==> src/hdl/mhs_pkg.sv <==
// ----------------------------------------------------------------------------
// mhs_pkg: shared types and constants of the marker header scanner
// Tag bytes, counter widths, result codes and the burst that the scan core
// hands to the output sequencer.
// ----------------------------------------------------------------------------
`default_nettype none

package mhs_pkg;

	localparam int MAX_MARKERS = 64;
	localparam int CNT_W       = $clog2(MAX_MARKERS + 1);
	localparam int TOT_W       = 7;
	localparam int POS_W       = 32;
	localparam int WORD_W      = 32;

	// The window holds the newest byte plus WIN_OLD earlier bytes: enough to
	// see the three header words when a header completes.
	localparam int HDR_BYTES = 12;
	localparam int WIN_OLD   = HDR_BYTES - 1;

	// Offset of the tag's first byte from its last byte, and from the byte
	// that completes its header.
	localparam int TAG_LAST = 3;
	localparam int CMP_AGE  = 15;

	// Tag tracking line: bit k set means a tag ended k+1 bytes ago.
	localparam int TRK_W = HDR_BYTES;

	// Result selection mask: top bit is the completed header, then the
	// truncated markers oldest first, bit 0 is the summary.
	localparam int SEL_W  = TRK_W + 2;
	localparam int PICK_W = $clog2(SEL_W);

	localparam int DATA_BITS = POS_W + 2 + 3 * WORD_W + 3 * TOT_W + 2 + 1;
	localparam int DATA_W    = ((DATA_BITS + 7) / 8) * 8;

	localparam logic [7:0] TAG_P = 8'h50;
	localparam logic [7:0] TAG_R = 8'h52;
	localparam logic [7:0] TAG_S = 8'h53;
	localparam logic [7:0] TAG_3 = 8'h33;

	typedef enum logic [1:0] {
		CLS_V1    = 2'd0,
		CLS_EXEC  = 2'd1,
		CLS_TRUNC = 2'd2
	} mclass_t;

	typedef enum logic [1:0] {
		ST_OK       = 2'd0,
		ST_SOURCE   = 2'd1,
		ST_OVERFLOW = 2'd2
	} status_t;

	localparam logic KIND_MARKER  = 1'b0;
	localparam logic KIND_SUMMARY = 1'b1;

	typedef struct packed {
		logic [POS_W-1:0]       pos;
		logic [8*HDR_BYTES-1:0] hdr;
		mclass_t                cmp_class;
		logic [SEL_W-1:0]       sel;
		logic [TOT_W-1:0]       marker_total;
		logic [TOT_W-1:0]       record_total;
		logic [TOT_W-1:0]       trunc_total;
		status_t                status;
		logic                   complete;
	} burst_t;

endpackage

`default_nettype wire

==> src/hdl/mhs_scan_core.sv <==
// ----------------------------------------------------------------------------
// mhs_scan_core: byte window, tag detection and stream counters
// Updates the stream state on every accepted beat and builds the burst of
// results that the beat causes.
// ----------------------------------------------------------------------------
`default_nettype none

module mhs_scan_core
	import mhs_pkg::*;
(
	input  wire logic         clk,
	input  wire logic         arst_n,
	input  wire logic         cfg_we,
	input  wire logic         cfg_wdata,
	input  wire logic         fire,
	input  wire logic [7:0]   data_byte,
	input  wire logic         final_byte,
	output burst_t            burst
);

	logic                   verified_q;
	logic [8*WIN_OLD-1:0]   win_q;
	logic [POS_W-1:0]       pos_q;
	logic [TRK_W-1:0]       trk_q;
	logic [CNT_W-1:0]       marker_cnt_q;
	logic [CNT_W-1:0]       record_cnt_q;
	logic                   overflow_q;
	logic                   long_q;

	logic [8*HDR_BYTES-1:0] hdr;
	logic                   tag_hit;
	logic                   tag_taken;
	logic                   overflow_d;
	logic                   cmp;
	logic                   cmp_v1;
	logic                   long_d;
	logic [TRK_W-1:0]       trunc_vec;
	logic [CNT_W-1:0]       marker_cnt_d;
	logic [CNT_W-1:0]       record_cnt_d;
	status_t                status;

	assign hdr = {win_q, data_byte};

	assign tag_hit = verified_q && win_q[23:16] == TAG_P && win_q[15:8] == TAG_R
		&& win_q[7:0] == TAG_S && data_byte == TAG_3;
	assign tag_taken  = tag_hit && !overflow_q && marker_cnt_q < CNT_W'(MAX_MARKERS);
	assign overflow_d = overflow_q || (tag_hit && !tag_taken);

	assign cmp    = trk_q[TRK_W-1];
	assign cmp_v1 = hdr[95:64] == WORD_W'(1) && hdr[63:32] != '0;

	assign long_d       = long_q || pos_q >= POS_W'(TAG_LAST);
	assign marker_cnt_d = marker_cnt_q + CNT_W'(tag_taken);
	assign record_cnt_d = record_cnt_q + CNT_W'(cmp && cmp_v1);

	// Markers still open at the end of the stream, bit i ended i bytes ago.
	assign trunc_vec = {trk_q[TRK_W-2:0], tag_taken};

	always_comb begin
		if (!verified_q || !long_d) begin
			status = ST_SOURCE;
		end else if (overflow_d) begin
			status = ST_OVERFLOW;
		end else begin
			status = ST_OK;
		end
		burst.pos          = pos_q;
		burst.hdr          = hdr;
		burst.cmp_class    = cmp_v1 ? CLS_V1 : CLS_EXEC;
		burst.sel          = {cmp, final_byte ? trunc_vec : TRK_W'(0), final_byte};
		burst.marker_total = TOT_W'(marker_cnt_d);
		burst.record_total = TOT_W'(record_cnt_d);
		burst.trunc_total  = TOT_W'($countones(trunc_vec));
		burst.status       = status;
		burst.complete     = status == ST_OK && marker_cnt_d != '0 && trunc_vec == '0;
	end

	always_ff @(posedge clk or negedge arst_n) begin
		if (!arst_n) begin
			verified_q <= 1'b0;
		end else if (cfg_we) begin
			verified_q <= cfg_wdata;
		end
	end

	always_ff @(posedge clk or negedge arst_n) begin
		if (!arst_n) begin
			win_q        <= '0;
			pos_q        <= '0;
			trk_q        <= '0;
			marker_cnt_q <= '0;
			record_cnt_q <= '0;
			overflow_q   <= 1'b0;
			long_q       <= 1'b0;
		end else if (fire) begin
			if (final_byte) begin
				win_q        <= '0;
				pos_q        <= '0;
				trk_q        <= '0;
				marker_cnt_q <= '0;
				record_cnt_q <= '0;
				overflow_q   <= 1'b0;
				long_q       <= 1'b0;
			end else begin
				win_q        <= hdr[8*WIN_OLD-1:0];
				pos_q        <= pos_q + POS_W'(1);
				trk_q        <= trunc_vec;
				marker_cnt_q <= marker_cnt_d;
				record_cnt_q <= record_cnt_d;
				overflow_q   <= overflow_d;
				long_q       <= long_d;
			end
		end
	end

endmodule

`default_nettype wire

==> src/hdl/mhs_out_seq.sv <==
// ----------------------------------------------------------------------------
// mhs_out_seq: result burst holder and output register
// Holds the results of one input beat and moves them out one beat a cycle if
// ready: completed header first, truncated markers oldest first, summary last.
// ----------------------------------------------------------------------------
`default_nettype none

module mhs_out_seq
	import mhs_pkg::*;
(
	input  wire logic              clk,
	input  wire logic              arst_n,
	input  wire logic              load,
	input  wire burst_t            burst,
	output logic                   load_ready,
	output logic                   m_axis_tvalid,
	input  wire logic              m_axis_tready,
	output logic [DATA_W-1:0]      m_axis_tdata,
	output logic                   m_axis_tuser,
	output logic                   m_axis_tlast
);

	burst_t              held_q;
	logic [SEL_W-1:0]    mask_q;
	logic                out_valid_q;
	logic [DATA_W-1:0]   out_data_q;
	logic                out_kind_q;
	logic                out_last_q;

	logic                advance;
	logic [PICK_W-1:0]   pick;
	logic [SEL_W-1:0]    mask_left;
	logic [POS_W-1:0]    off_sub;
	logic [POS_W-1:0]    offset;
	logic [DATA_W-1:0]   item_data;
	logic                item_kind;

	assign advance    = !out_valid_q || m_axis_tready;
	assign load_ready = mask_q == '0 || (advance && $onehot(mask_q));

	always_comb begin
		pick = '0;
		for (int i = 0; i < SEL_W; i++) begin
			if (mask_q[i]) begin
				pick = PICK_W'(i);
			end
		end
		mask_left       = mask_q;
		mask_left[pick] = 1'b0;

		if (pick == PICK_W'(SEL_W - 1)) begin
			off_sub = POS_W'(CMP_AGE);
		end else begin
			off_sub = POS_W'(pick) + POS_W'(TAG_LAST - 1);
		end
		offset = held_q.pos - off_sub;

		item_data = '0;
		if (pick == '0) begin
			item_kind = KIND_SUMMARY;
			item_data[DATA_BITS-1:POS_W+2+3*WORD_W] = {held_q.complete, held_q.status,
				held_q.trunc_total, held_q.record_total, held_q.marker_total};
		end else if (pick == PICK_W'(SEL_W - 1)) begin
			item_kind = KIND_MARKER;
			// The window holds the version in its oldest bytes; the beat
			// carries the version lowest, then the size, then the frame word.
			item_data[POS_W+2+3*WORD_W-1:0] = {held_q.hdr[WORD_W-1:0],
				held_q.hdr[2*WORD_W-1:WORD_W], held_q.hdr[3*WORD_W-1:2*WORD_W],
				held_q.cmp_class, offset};
		end else begin
			item_kind = KIND_MARKER;
			item_data[POS_W+1:0] = {CLS_TRUNC, offset};
		end
	end

	always_ff @(posedge clk or negedge arst_n) begin
		if (!arst_n) begin
			mask_q      <= '0;
			out_valid_q <= 1'b0;
		end else begin
			if (load) begin
				mask_q <= burst.sel;
			end else if (advance) begin
				mask_q <= mask_left;
			end
			if (advance) begin
				out_valid_q <= mask_q != '0;
			end
		end
	end

	always_ff @(posedge clk) begin
		if (load) begin
			held_q <= burst;
		end
		if (advance && mask_q != '0) begin
			out_data_q <= item_data;
			out_kind_q <= item_kind;
			out_last_q <= pick == '0;
		end
	end

	assign m_axis_tvalid = out_valid_q;
	assign m_axis_tdata  = out_data_q;
	assign m_axis_tuser  = out_kind_q;
	assign m_axis_tlast  = out_last_q;

endmodule

`default_nettype wire

==> src/hdl/marker_header_scanner_top.sv <==
// ----------------------------------------------------------------------------
// marker_header_scanner_top: PRS3 marker header scanner
// Each result beat passes the burst holder and then the output register.
// Throughput: one byte per cycle while each byte causes at most one result and
// the output is not stalled; a byte that causes more than one result holds the
// input while the output register drains them, one beat per cycle unless stalled.
// Reset: arst_n clears the stream state, the open markers, the output and the
// source_verified register at once.
// ----------------------------------------------------------------------------
`default_nettype none

// The scan core keeps an eleven-byte history beside the incoming byte, a
// twelve-place line that follows each found tag until its twelfth header
// byte, and the stream counters. Every accepted beat produces a burst: the
// completed header, if any, and on the final byte the still open markers and
// the summary. The output sequencer holds one burst and emits it through a
// registered master port, so the input side is free again as soon as the
// last beat of the burst moves into the output register.
module marker_header_scanner_top
	import mhs_pkg::*;
(
	input  wire logic              clk,
	input  wire logic              arst_n,

	// Configuration: source_verified, written whenever cfg_we is high.
	input  wire logic              cfg_we,
	input  wire logic              cfg_wdata,

	// Byte stream in.
	input  wire logic              s_axis_tvalid,
	output logic                   s_axis_tready,
	input  wire logic [7:0]        s_axis_tdata,   // [7:0] data_byte
	input  wire logic              s_axis_tlast,   // final_byte

	// Result stream out.
	output logic                   m_axis_tvalid,
	input  wire logic              m_axis_tready,
	// tdata from bit 0 up: marker_offset[31:0], marker_class[1:0],
	// header_version[31:0], target_bytes[31:0], frame_word[31:0],
	// marker_total[6:0], record_total[6:0], truncated_total[6:0],
	// status[1:0], complete, then zero fill to 160 bits.
	output logic [DATA_W-1:0]      m_axis_tdata,
	output logic                   m_axis_tuser,   // record_kind
	output logic                   m_axis_tlast    // last_result
);

	burst_t burst;
	logic   fire;

	// A beat is taken only when the sequencer can hold its whole burst.
	assign fire = s_axis_tvalid && s_axis_tready;

	mhs_scan_core u_core (
		.clk        (clk),
		.arst_n     (arst_n),
		.cfg_we     (cfg_we),
		.cfg_wdata  (cfg_wdata),
		.fire       (fire),
		.data_byte  (s_axis_tdata),
		.final_byte (s_axis_tlast),
		.burst      (burst)
	);

	mhs_out_seq u_seq (
		.clk           (clk),
		.arst_n        (arst_n),
		.load          (fire),
		.burst         (burst),
		.load_ready    (s_axis_tready),
		.m_axis_tvalid (m_axis_tvalid),
		.m_axis_tready (m_axis_tready),
		.m_axis_tdata  (m_axis_tdata),
		.m_axis_tuser  (m_axis_tuser),
		.m_axis_tlast  (m_axis_tlast)
	);

endmodule

`default_nettype wire
==> config.mk <==
export PLATFORM = sky130hd
export DESIGN_NAME = marker_header_scanner_top
export DESIGN_NICKNAME = d
export VERILOG_FILES = /design/src/hdl/mhs_pkg.sv /design/src/hdl/mhs_scan_core.sv /design/src/hdl/mhs_out_seq.sv /design/src/hdl/marker_header_scanner_top.sv
export SDC_FILE = /design/constraint.sdc
export NUM_CORES = 1
export LEC_CHECK = 0
export BUFFER_PORTS_ARGS = -buffer_cell sky130_fd_sc_hd__buf_2
export CORE_AREA = 2 2 193 213
export CTS_BUF_LIST = sky130_fd_sc_hd__clkbuf_2 sky130_fd_sc_hd__clkbuf_4 sky130_fd_sc_hd__clkbuf_8
export DETAILED_ROUTE_END_ITERATION = 7
export DIE_AREA = 0 0 195 215
export MAX_ROUTING_LAYER = met4
export PLACE_DENSITY = 0.68
export SETUP_SLACK_MARGIN = 0.15
export SYNTH_ARGS = -nofsm -noshare
export SYNTH_HDL_FRONTEND = slang
export SYNTH_SLANG_ARGS = --single-unit
export TNS_END_PERCENT = 50
==> constraint.sdc <==
create_clock -name clk -period 26.2 [get_ports clk]
set_clock_uncertainty 0.05 [all_clocks]
set_input_delay 2.62 -clock clk [delete_from_list [all_inputs] [get_ports clk]]
set_output_delay 2.62 -clock clk [all_outputs]
set_load 0.05 [all_outputs]
==> results by group, run 1 <==
Outcome
  – Status: complete, no violations

Cells and area
  – Layout fillers: 3298
  – Share of cells above drive strength 1: 18.02%
  – Fin nets: 1830
  – Layout area overhead: 15.14%
  – Fin cells: 2328
  – Ant diodes: 0
  – Final core utilization: 56.75%

Synth
  – Distinct cell type count of the synthesized netlist: 61
  – Synth area leader: edfxtp_1
  – Synth warn: 0
  – Area of the mapped netlist: 19660 sq um
  – EDFF count, synth: 304
  – Leading post-synthesis cells by cell area: edfxtp_1 (46%), dfrtp_1 (21%), nand2_1 (4.8%)
  – Synth top area share: 46.43%
  – Register bit total from synthesis: 468
  – Main flop type after synthesis: edfxtp_1
  – Seq/Total Area, Yosys: 67.31%
  – Cells after synthesis: 1569
  – Post-synthesis async set-or-reset flop share: 35.04%
  – Syn Area/Cell: 12.53 sq um

Route
  – Vias per Instance: 5.314
  – Pre-antenna DRT Iters: 6
  – WL/cell: 17.12 um
  – Via Count: 12370
  – Final antenna-violating net count: 0
  – First DRT Iteration DRCs: 1005
  – Final WL: 39860 um
  – DRC Markers: 0

Critical path
  – Worst Path Class, Setup: reg -> out
  – CP Launch Type: register
  – Max incr delay on CP: 0.52 ns
  – Critical-path maximum fanout: 8
  – Crit path DAT: 4.47 ns
  – WP data required: 23.53 ns
  – Critical path cell sequence: inv_1, ha_1, inv_1, fa_1, inv_1, fa_1, inv_1, fa_1, inv_1, ha_1, inv_1, fa_1, xor2_1, nor3_1, or2_2, buf_2
  – Worst Setup End Kind: output pin
  – Crit-path most repeated cell: inv_1
  – Worst R2R Path Depth: 20
  – Critical-path cell with the highest stage delay: dfrtp_1

Min path
  – Class of the worst hold path: reg -> reg
  – Min-Delay Path Depth: 0

CTS
  – Clock Pin Slew Worst Setup and Hold Paths: 0.06 ns
  – H-tree Lvls: 3
  – Clock buffer depth: 3
  – Clk Latency, worst-skew pair: 0.63 ns
  – CTS Hold Bufs: 0
  – TritonCTS buffer count: 73
  – Sink Count: 468
  – PostCTS Resize Cnt: 0
  – Root Buffer: clkbuf_8
  – CTS tree: yes
  – Post-CTS Setup Inserts: 0

Timing
  – Hold Violations, Final: 0
  – Unrepaired setup endpoints after global routing: false
  – Worst-Margin Slew: 1.186 ns
  – Fin. max-slew vios: 0
  – Max Fclk: 0.1401 GHz
  – Setup violations, final: 0
  – Worst setup margin: 19.06 ns
  – Max-slew headroom: 20.42%
  – Worst hold slack: 0.4320 ns
  – Post-route minimum period: 7.136 ns
  – Setup TNS: 0 ns
  – Period utilization: 27.24%

Global routing
  – Met2 usage: 31.31%
  – Top Usage Layer GRT: met2
  – Global-route wire length before repair: 64900 um
  – Total gr overflow: 0
  – Pin count of the biggest net entering global routing: 113
  – Met3 usage: 4.065%
  – GR Util met1: 26.31%
  – GR Util All Layers: 20.11%
  – Number of global-route vias before repair: 12240
  – Initial antenna violation count: 0

Placed design
  – IO Port Bufs: 170
  – GP Congestion: 0.8724
  – HPWL Detailed: 26060 um
  – Placed insts: 2192
  – Dpl ws: 19.63 ns

Die
  – Die X: 195 um
  – DIE HEIGHT: 215 um
  – Core ar.: 39890 sq um
  – IO Pins: 179
  – Die area: 41930 sq um
  – Starting Density: 49.29%
  – Row Count: 77

Power and ir drop
  – LEAKAGE: 0.009096 uW
  – Pwr dens: 131.3 nW/um^2
  – Max VDD drop: 73.25 uV

Run
  – Max-cap violations: 0
## critical path: cells and delay by family (launching register included)
kind | cells | cell delay (ns)
adders and majority gates | 6 | 2.10
buffers and inverters | 7 | 0.62
DFF | 1 | 0.52
and+or+nand+nor | 2 | 0.35
xor gates and xnor gates | 1 | 0.23
## worst paths after layout
check	from	endpoint	slack (ns)
setup / recovery	u_seq.mask_q[13]	s_axis_tready	19.06
hold / removal	u_core.win_q[83]	u_seq.held_q[131]	0.43
setup reg to reg	u_seq.mask_q[13]	u_core.record_cnt_q[1]	20.09
hold reg to reg	u_core.win_q[83]	u_seq.held_q[131]	0.43
max in group asynchronous	arst_n	u_core.win_q[36]	22.56
min in group asynchronous	arst_n	u_core.pos_q[29]	2.04
## state kept, by name, indices dropped and copies added, names as in the netlist
register	flops
u_seq.held_q	151
u_core.record_cnt_q	7
u_core.pos_q	32
u_core.verified_q	1
u_core.win_q	88
u_core.overflow_q	1
u_seq.mask_q	14
u_seq.m_axis_tdata	152
u_seq.m_axis_tvalid	1
u_core.trk_q	12
u_core.long_q	1
u_seq.m_axis_tlast	1
u_core.marker_cnt_q	7
## cells by family (layout without fill, tap and decap cells)
kind of cell,Yosys count,count (layout),synth area share [%]
and+or+nand+nor,614,614,15.92
DFF,468,468,67.31
AOI/OAI and AO/OA,233,233,7.262
buffers and inverters,150,389,3.042
adders and majority gates,61,61,4.570
xor gates and xnor gates,41,41,1.826
other,1,8,0.01907
muxes,1,1,0.05727
## layer usage
| metal | wire length (um) | vias up |
|---|---|---|
| li1 | - | 5952 |
| met1 | 17360 | 5992 |
| met2 | 19330 | 353 |
| met3 | 2153 | 75 |
| met4 | 1011 | 0 |
| met5 | 0 | - |
## per-stage QoR
stage                     total power, uW  cell area (sq um)
final                                2972              22640
after global routing                 3128              22640
after CTS                            3002              22640
after detailed placement             2320              20990
after global placement               2301              20990
after floorplan                      2080              19690
## layout make-up
cell class	instances	area (sq um)	area share [%]
Clock inverter	33	344.1	1.520
Inverter	69	265.3	1.172
Multi-Input combinational cell	958	5892	26.03
Clock buffer	103	1299	5.737
Sequential cell	468	13230	58.46
Timing Repair Buffer	184	962.2	4.251
Tap cell	513	641.9	2.836
## cell usage after synthesis (all sizes together) (3+ instances only)
cell,number
a21boi,4
dfrtp,164
o41ai,3
nand4b,5
nor2b,108
o311ai,10
nand2,254
or4,20
a21oi,26
and4,9
nor4,29
nor3,10
xnor2,12
nand3b,7
nand4,16
and3,10
inv,69
nand3,29
o21ai,122
xor2,29
or2,4
o211ai,14
and4b,3
o31ai,26
fa,18
or3,10
and2,26
buf,13
nor3b,3
clkbuf,68
nor2,60
o2111ai,7
edfxtp,304
nand2b,6
a21o,4
ha,43
## cells in the final DEF (no fill, tap or decap), drive strengths merged, types with 10 or more instances in the layout
master,count
dfrtp,164
clkbuf,103
o311ai,10
or4,20
nor4,29
nor2b,108
nor3,10
o211ai,14
buf,184
o21ai,122
and3,10
nand4,16
a21oi,26
and2,26
fa,18
o31ai,26
nand3,29
inv,72
xnor2,12
edfxtp,304
nand2,254
nor2,60
ha,43
clkinv,21
xor2,29
or3,10
## where the power goes
part | internal [uW] | switching (uW)
clock network | 385 | 290
registers | 1150 | 130
logic | 208 | 807
total | 1750 | 1230
(Power assumes the default switching activity.)
==> run 2, diff against run 1 <==
==> constraint.sdc (replaced) <==
create_clock -name clk -period 7.4 [get_ports clk]
set_clock_uncertainty 0.05 [all_clocks]
set_input_delay 0.74 -clock clk [delete_from_list [all_inputs] [get_ports clk]]
set_output_delay 0.74 -clock clk [all_outputs]
set_load 0.05 [all_outputs]
==> results by group, run 2 (synthesis results as in run 1) <==
Timing
  – Worst hold slack: 0.2598 ns
  – Max Fclk: 0.1726 GHz
  – Period utilization: 78.31%
  – Fin. max-slew vios: 0
  – Hold Violations, Final: 0
  – Post-route minimum period: 5.795 ns
  – Max-slew headroom: 20.59%
  – Unrepaired setup endpoints after global routing: false
  – Setup violations, final: 0
  – Worst-Margin Slew: 1.181 ns

Route
  – Via Count: 12320
  – Vias per Instance: 5.292
  – WL/cell: 16.87 um
  – Pre-antenna DRT Iters: 6
  – DRC Markers: 0
  – First DRT Iteration DRCs: 1171
  – Final WL: 39280 um
  – Final antenna-violating net count: 0

Power and ir drop
  – Max VDD drop: 528.5 uV
  – Comb pwr share: 34.5%
  – Switching share of power: 41.30%
  – Pwr dens: 461.5 nW/um^2
  – LEAKAGE: 0.009095 uW
  – Internal power: 6126 uW
  – Proportion of power drawn by the clock network: 22.2%
  – Switch Pwr: 4310 uW
  – Flop pwr share: 43.4%
  – Power Total: 10440 uW

Global routing
  – Number of global-route vias before repair: 12200
  – Pin count of the biggest net entering global routing: 258
  – GR Util All Layers: 19.70%
  – Global-route wire length before repair: 63980 um
  – Initial antenna violation count: 0
  – GR Util met1: 25.65%
  – Met2 usage: 30.44%
  – Total gr overflow: 0
  – Met3 usage: 4.394%
  – Top Usage Layer GRT: met2

CTS
  – CTS Hold Bufs: 1
  – Clock Pin Slew Worst Setup and Hold Paths: 0.07 ns
  – Post-CTS Setup Inserts: 0
  – Root Buffer: clkbuf_8
  – PostCTS Resize Cnt: 0
  – Clock buffer depth: 3
  – Sink Count: 468
  – TritonCTS buffer count: 74
  – CTS tree: yes
  – Clk Latency, worst-skew pair: 0.64 ns
  – H-tree Lvls: 3

Critical path
  – Crit path DAT: 5.99 ns
  – Critical-path maximum fanout: 61
  – Worst R2R Path Depth: 17
  – CP Launch Type: register
  – WP data required: 7.60 ns
  – Worst Setup End Kind: register
  – Worst Path Class, Setup: reg -> reg

Cells and area
  – Share of cells above drive strength 1: 17.95%
  – Most common cell after layout, fill and taps aside: edfxtp_1
  – Max reg flops: 152
  – Fin nets: 1830
  – Ant diodes: 0
  – Layout area overhead: 15.01%
  – Most frequent cells in the layout: edfxtp_1 (304), nand2_1 (253), buf_2 (169)

Die
  – IO Pins: 179
  – Die X: 195 um
  – Core ar.: 39890 sq um
  – DIE HEIGHT: 215 um
  – Die area: 41930 sq um
  – Starting Density: 49.29%
  – Row Count: 77

Placed design
  – GP Congestion: 0.8842
  – HPWL Detailed: 25740 um
  – IO Port Bufs: 170

Run
  – Max-cap violations: 0

Outcome
  – Status: complete, no violations

Min path
  – Min-Delay Path Depth: 1
  – Class of the worst hold path: in -> reg
## run 2: metal layers
metal / vias up / part of all wire, %
li1: 5957 / -
met1: 5939 / 44
met2: 353 / 47
met3: 75 / 5.7
met4: 0 / 2.7
met5: - / 0
## run 2: stage by stage
step	TNS, ns	cells	area, sq um	setup slack, ns	utilization (%)
floorplan	-78.73	1576	19690	-0.5145	-
global placement	0	2190	21000	1.765	52.66
detailed placement	0	2190	21000	1.647	52.66
CTS	0	2329	22610	1.598	56.69
global route	0	2329	22610	1.239	56.69
finish	0	2329	22610	1.605	56.69
## run 2: worst max-delay path: stages, from the launching register on
cell and delay (ns):
dfrtp_1 0.53, inv_1 0.11, ha_1 0.28, inv_1 0.05, fa_1 0.53, inv_1 0.05
fa_1 0.37, inv_1 0.08, fa_1 0.42, inv_1 0.07, ha_1 0.15, inv_1 0.05
fa_1 0.37, xor2_1 0.19, nor4_2 0.96, nor2_4 0.13, inv_6 0.45, buf_4 0.52
## run 2: power groups by stage
stage | Sequential [uW] | Combinational [uW] | Clock [uW]
global placement | 4550 | 3580 | 0
global route | 4620 | 3860 | 2480
CTS | 4530 | 3630 | 2370
finish | 4520 | 3600 | 2310
floorplan | 6020 | 1530 | 0
detailed placement | 4580 | 3630 | 0
## run 2: worst paths after layout
path                                  start                end  slack [ns]
setup / recovery           u_seq.mask_q[13]  u_seq.held_q[114]        1.61
hold / removal              s_axis_tdata[5]   u_seq.held_q[45]        0.26
setup reg to reg           u_seq.mask_q[13]  u_seq.held_q[114]        1.61
hold reg to reg            u_core.win_q[83]  u_seq.held_q[131]        0.43
max in group asynchronous            arst_n   u_core.win_q[20]        5.54
min in group asynchronous            arst_n   u_core.pos_q[25]        0.58
## run 2: layout make-up
class                           count  area (sq um)
Sequential cell                   468         13230
Clock inverter                     29         241.5
Timing Repair Buffer              183         982.2
Multi-Input combinational cell    958          5892
Inverter                           69         265.3
Fill cell                        3284         17270
Clock buffer                      109          1356
Tap cell                          513         641.9
==> run 3, diff against run 2 <==
--- a/config.mk
+++ b/config.mk
@@ -11,7 +11,7 @@
 export DETAILED_ROUTE_END_ITERATION = 7
 export DIE_AREA = 0 0 195 215
 export MAX_ROUTING_LAYER = met4
-export PLACE_DENSITY = 0.68
+export PLACE_DENSITY = 0.71
 export SETUP_SLACK_MARGIN = 0.15
 export SYNTH_ARGS = -nofsm -noshare
 export SYNTH_HDL_FRONTEND = slang
==> constraint.sdc (replaced) <==
create_clock -name clk -period 4.8 [get_ports clk]
set_clock_uncertainty 0.05 [all_clocks]
set_input_delay 0.48 -clock clk [delete_from_list [all_inputs] [get_ports clk]]
set_output_delay 0.48 -clock clk [all_outputs]
set_load 0.05 [all_outputs]
==> results by group, run 3 (synthesis results as in run 1) <==
Power and ir drop
  – Max VDD drop: 480.8 uV
  – Pwr dens: 725.6 nW/um^2
  – LEAKAGE: 0.009619 uW

Critical path
  – Buffers & Inverters on Critical Path: 7
  – Reg2Reg Setup Slack: 0.13 ns
  – Critical R2R Launch: u_seq.mask_q[7]
  – Critical-path cell with the highest stage delay: fa_1
  – Worst R2R Path Depth: 22
  – Crit path DAT: 4.15 ns
  – Critical path cell sequence: inv_1, ha_1, inv_1, fa_1, inv_2, fa_2, inv_2, fa_1, inv_1, ha_2, inv_2, fa_2, nand3b_1, nor3_2, or2_4, buf_8
  – Worst path top cell family by delay: adder cells
  – Max incr delay on CP: 0.55 ns
  – Worst path depth: 16
  – Worst Path Class, Setup: reg -> out
  – Critical-path maximum fanout: 4
  – Worst Setup End Kind: output pin
  – WP data required: 4.27 ns
  – CP Launch Type: register
  – Reg2reg end: u_seq.held_q[131]

Timing
  – Period utilization: 97.57%
  – Setup TNS: 0 ns
  – Worst-Margin Slew: 0.9770 ns
  – Unrepaired setup endpoints after global routing: true
  – Hold Violations, Final: 0
  – Setup violations, final: 0
  – Fin. max-slew vios: 0
  – Max-slew headroom: 34.86%
  – Post-route minimum period: 4.683 ns
  – Worst hold slack: 0.04254 ns
  – Max Fclk: 0.2135 GHz

Cells and area
  – Register area: 13230 sq um
  – Design area: 23920 sq um
  – Layout area overhead: 21.66%
  – Ant diodes: 0
  – Most frequent cells in the layout: edfxtp_1 (304), nand2_1 (209), buf_2 (168)
  – Fin nets: 1900
  – Area of the multi-input gates: 6228 sq um
  – Layout fillers: 3088
  – Most common cell after layout, fill and taps aside: edfxtp_1
  – Max reg flops: 152
  – Share of cells above drive strength 1: 24.96%

Placed design
  – IO Port Bufs: 170
  – GP Congestion: 0.9061
  – HPWL Detailed: 26900 um
  – Post-Place Cell Area: 21200 sq um

CTS
  – CTS tree: yes
  – Sink Count: 468
  – H-tree Lvls: 3
  – Clock buffer depth: 3
  – TritonCTS buffer count: 73
  – Clk Latency, worst-skew pair: 0.63 ns
  – Root Buffer: clkbuf_8
  – Clock Pin Slew Worst Setup and Hold Paths: 0.06 ns

Route
  – DRC Markers: 0
  – Via Count: 12900
  – Vias per Instance: 5.384
  – Final WL: 42840 um
  – WL/cell: 17.88 um
  – First DRT Iteration DRCs: 1309
  – Pre-antenna DRT Iters: 6
  – Final antenna-violating net count: 0

Min path
  – Class of the worst hold path: in -> reg
  – Worst Hold Path EP: u_seq.held_q[43]
  – Hold path start: s_axis_tdata[3]
  – Min-Delay Path Depth: 1

Run
  – Max-cap violations: 0

Die
  – Starting Density: 49.29%
  – DIE HEIGHT: 215 um
  – Core ar.: 39890 sq um
  – IO Pins: 179
  – Die area: 41930 sq um
  – Die X: 195 um
  – Row Count: 77

Global routing
  – Total gr overflow: 0
  – Global-route wire length before repair: 65230 um
  – GR Util All Layers: 20.08%
  – Number of global-route vias before repair: 12320
  – Pin count of the biggest net entering global routing: 107
  – Initial antenna violation count: 0

Outcome
  – Status: complete, no violations
run 3: per-layer routing:
layer / global-route usage [%] / up-vias / part of all wire (%)
li1: - / 6091 / -
met1: 26.44 / 6298 / 42
met2: 31.83 / 433 / 50
met3: 3.766 / 77 / 6.0
met4: 6.387 / 0 / 1.9
met5: - / - / 0
run 3: timing repair:
item,CTS,global route
hold buffers,7,0
endpoints found under the hold margin,95,0
gates resized for setup,15,161
gates cloned,0,18
setup buffers,10,17
pin swaps,7,68
endpoints found under the setup margin,2,244
run 3: how the worst max path moves through the flow:
stage	endpoint	startpoint
3_3_place_gp	u_seq.held_q[87]	u_seq.mask_q[11]
2_1_floorplan	u_seq.held_q[0]	u_seq.mask_q[13]
5_1_grt	s_axis_tready	u_seq.mask_q[13]
3_5_place_dp	u_core.pos_q[31]	u_seq.mask_q[7]
4_1_cts	s_axis_tready	u_seq.mask_q[13]
6_report	s_axis_tready	u_seq.mask_q[7]
run 3: through the flow:
stage	instances	setup WS (ns)	power, uW	utilization (%)
after floorplan	1576	0.1504	11160	-
after global placement	2210	0.2713	12690	53.16
after detailed placement	2210	0.1338	12790	53.16
after CTS	2361	0.07699	16320	57.46
after global routing	2396	-0.03445	18160	59.97
final	2396	0.1167	17360	59.97
run 3: final cells by class:
class / instances / share of cell area [%]
Clock buffer: 95 / 4.969
Clock inverter: 39 / 1.407
Inverter: 69 / 1.198
Multi-Input combinational cell: 958 / 26.04
Sequential cell: 468 / 55.33
Tap cell: 513 / 2.683
Timing Repair Buffer: 253 / 8.338
Timing Repair inverter: 1 / 0.03662
run 3: where the power goes:
group	internal [uW]	switching [uW]
Combinational	2090	4870
Sequential	6260	669
Clock	1880	1590
Total	10200	7130
run 3: worst register-to-register path, stage by stage (launching register included):
cell	delay, ns
dfrtp_1	0.39
inv_1	0.06
ha_1	0.27
inv_1	0.05
fa_1	0.55
inv_2	0.05
fa_2	0.33
inv_2	0.06
fa_1	0.37
inv_1	0.07
ha_2	0.17
inv_2	0.04
fa_2	0.51
nand3b_1	0.11
buf_4	0.16
nor4_4	0.25
buf_6	0.18
nor2_4	0.08
buf_12	0.15
clkinv_16	0.07
buf_6	0.10
buf_12	0.13
clkbuf_16	0.16
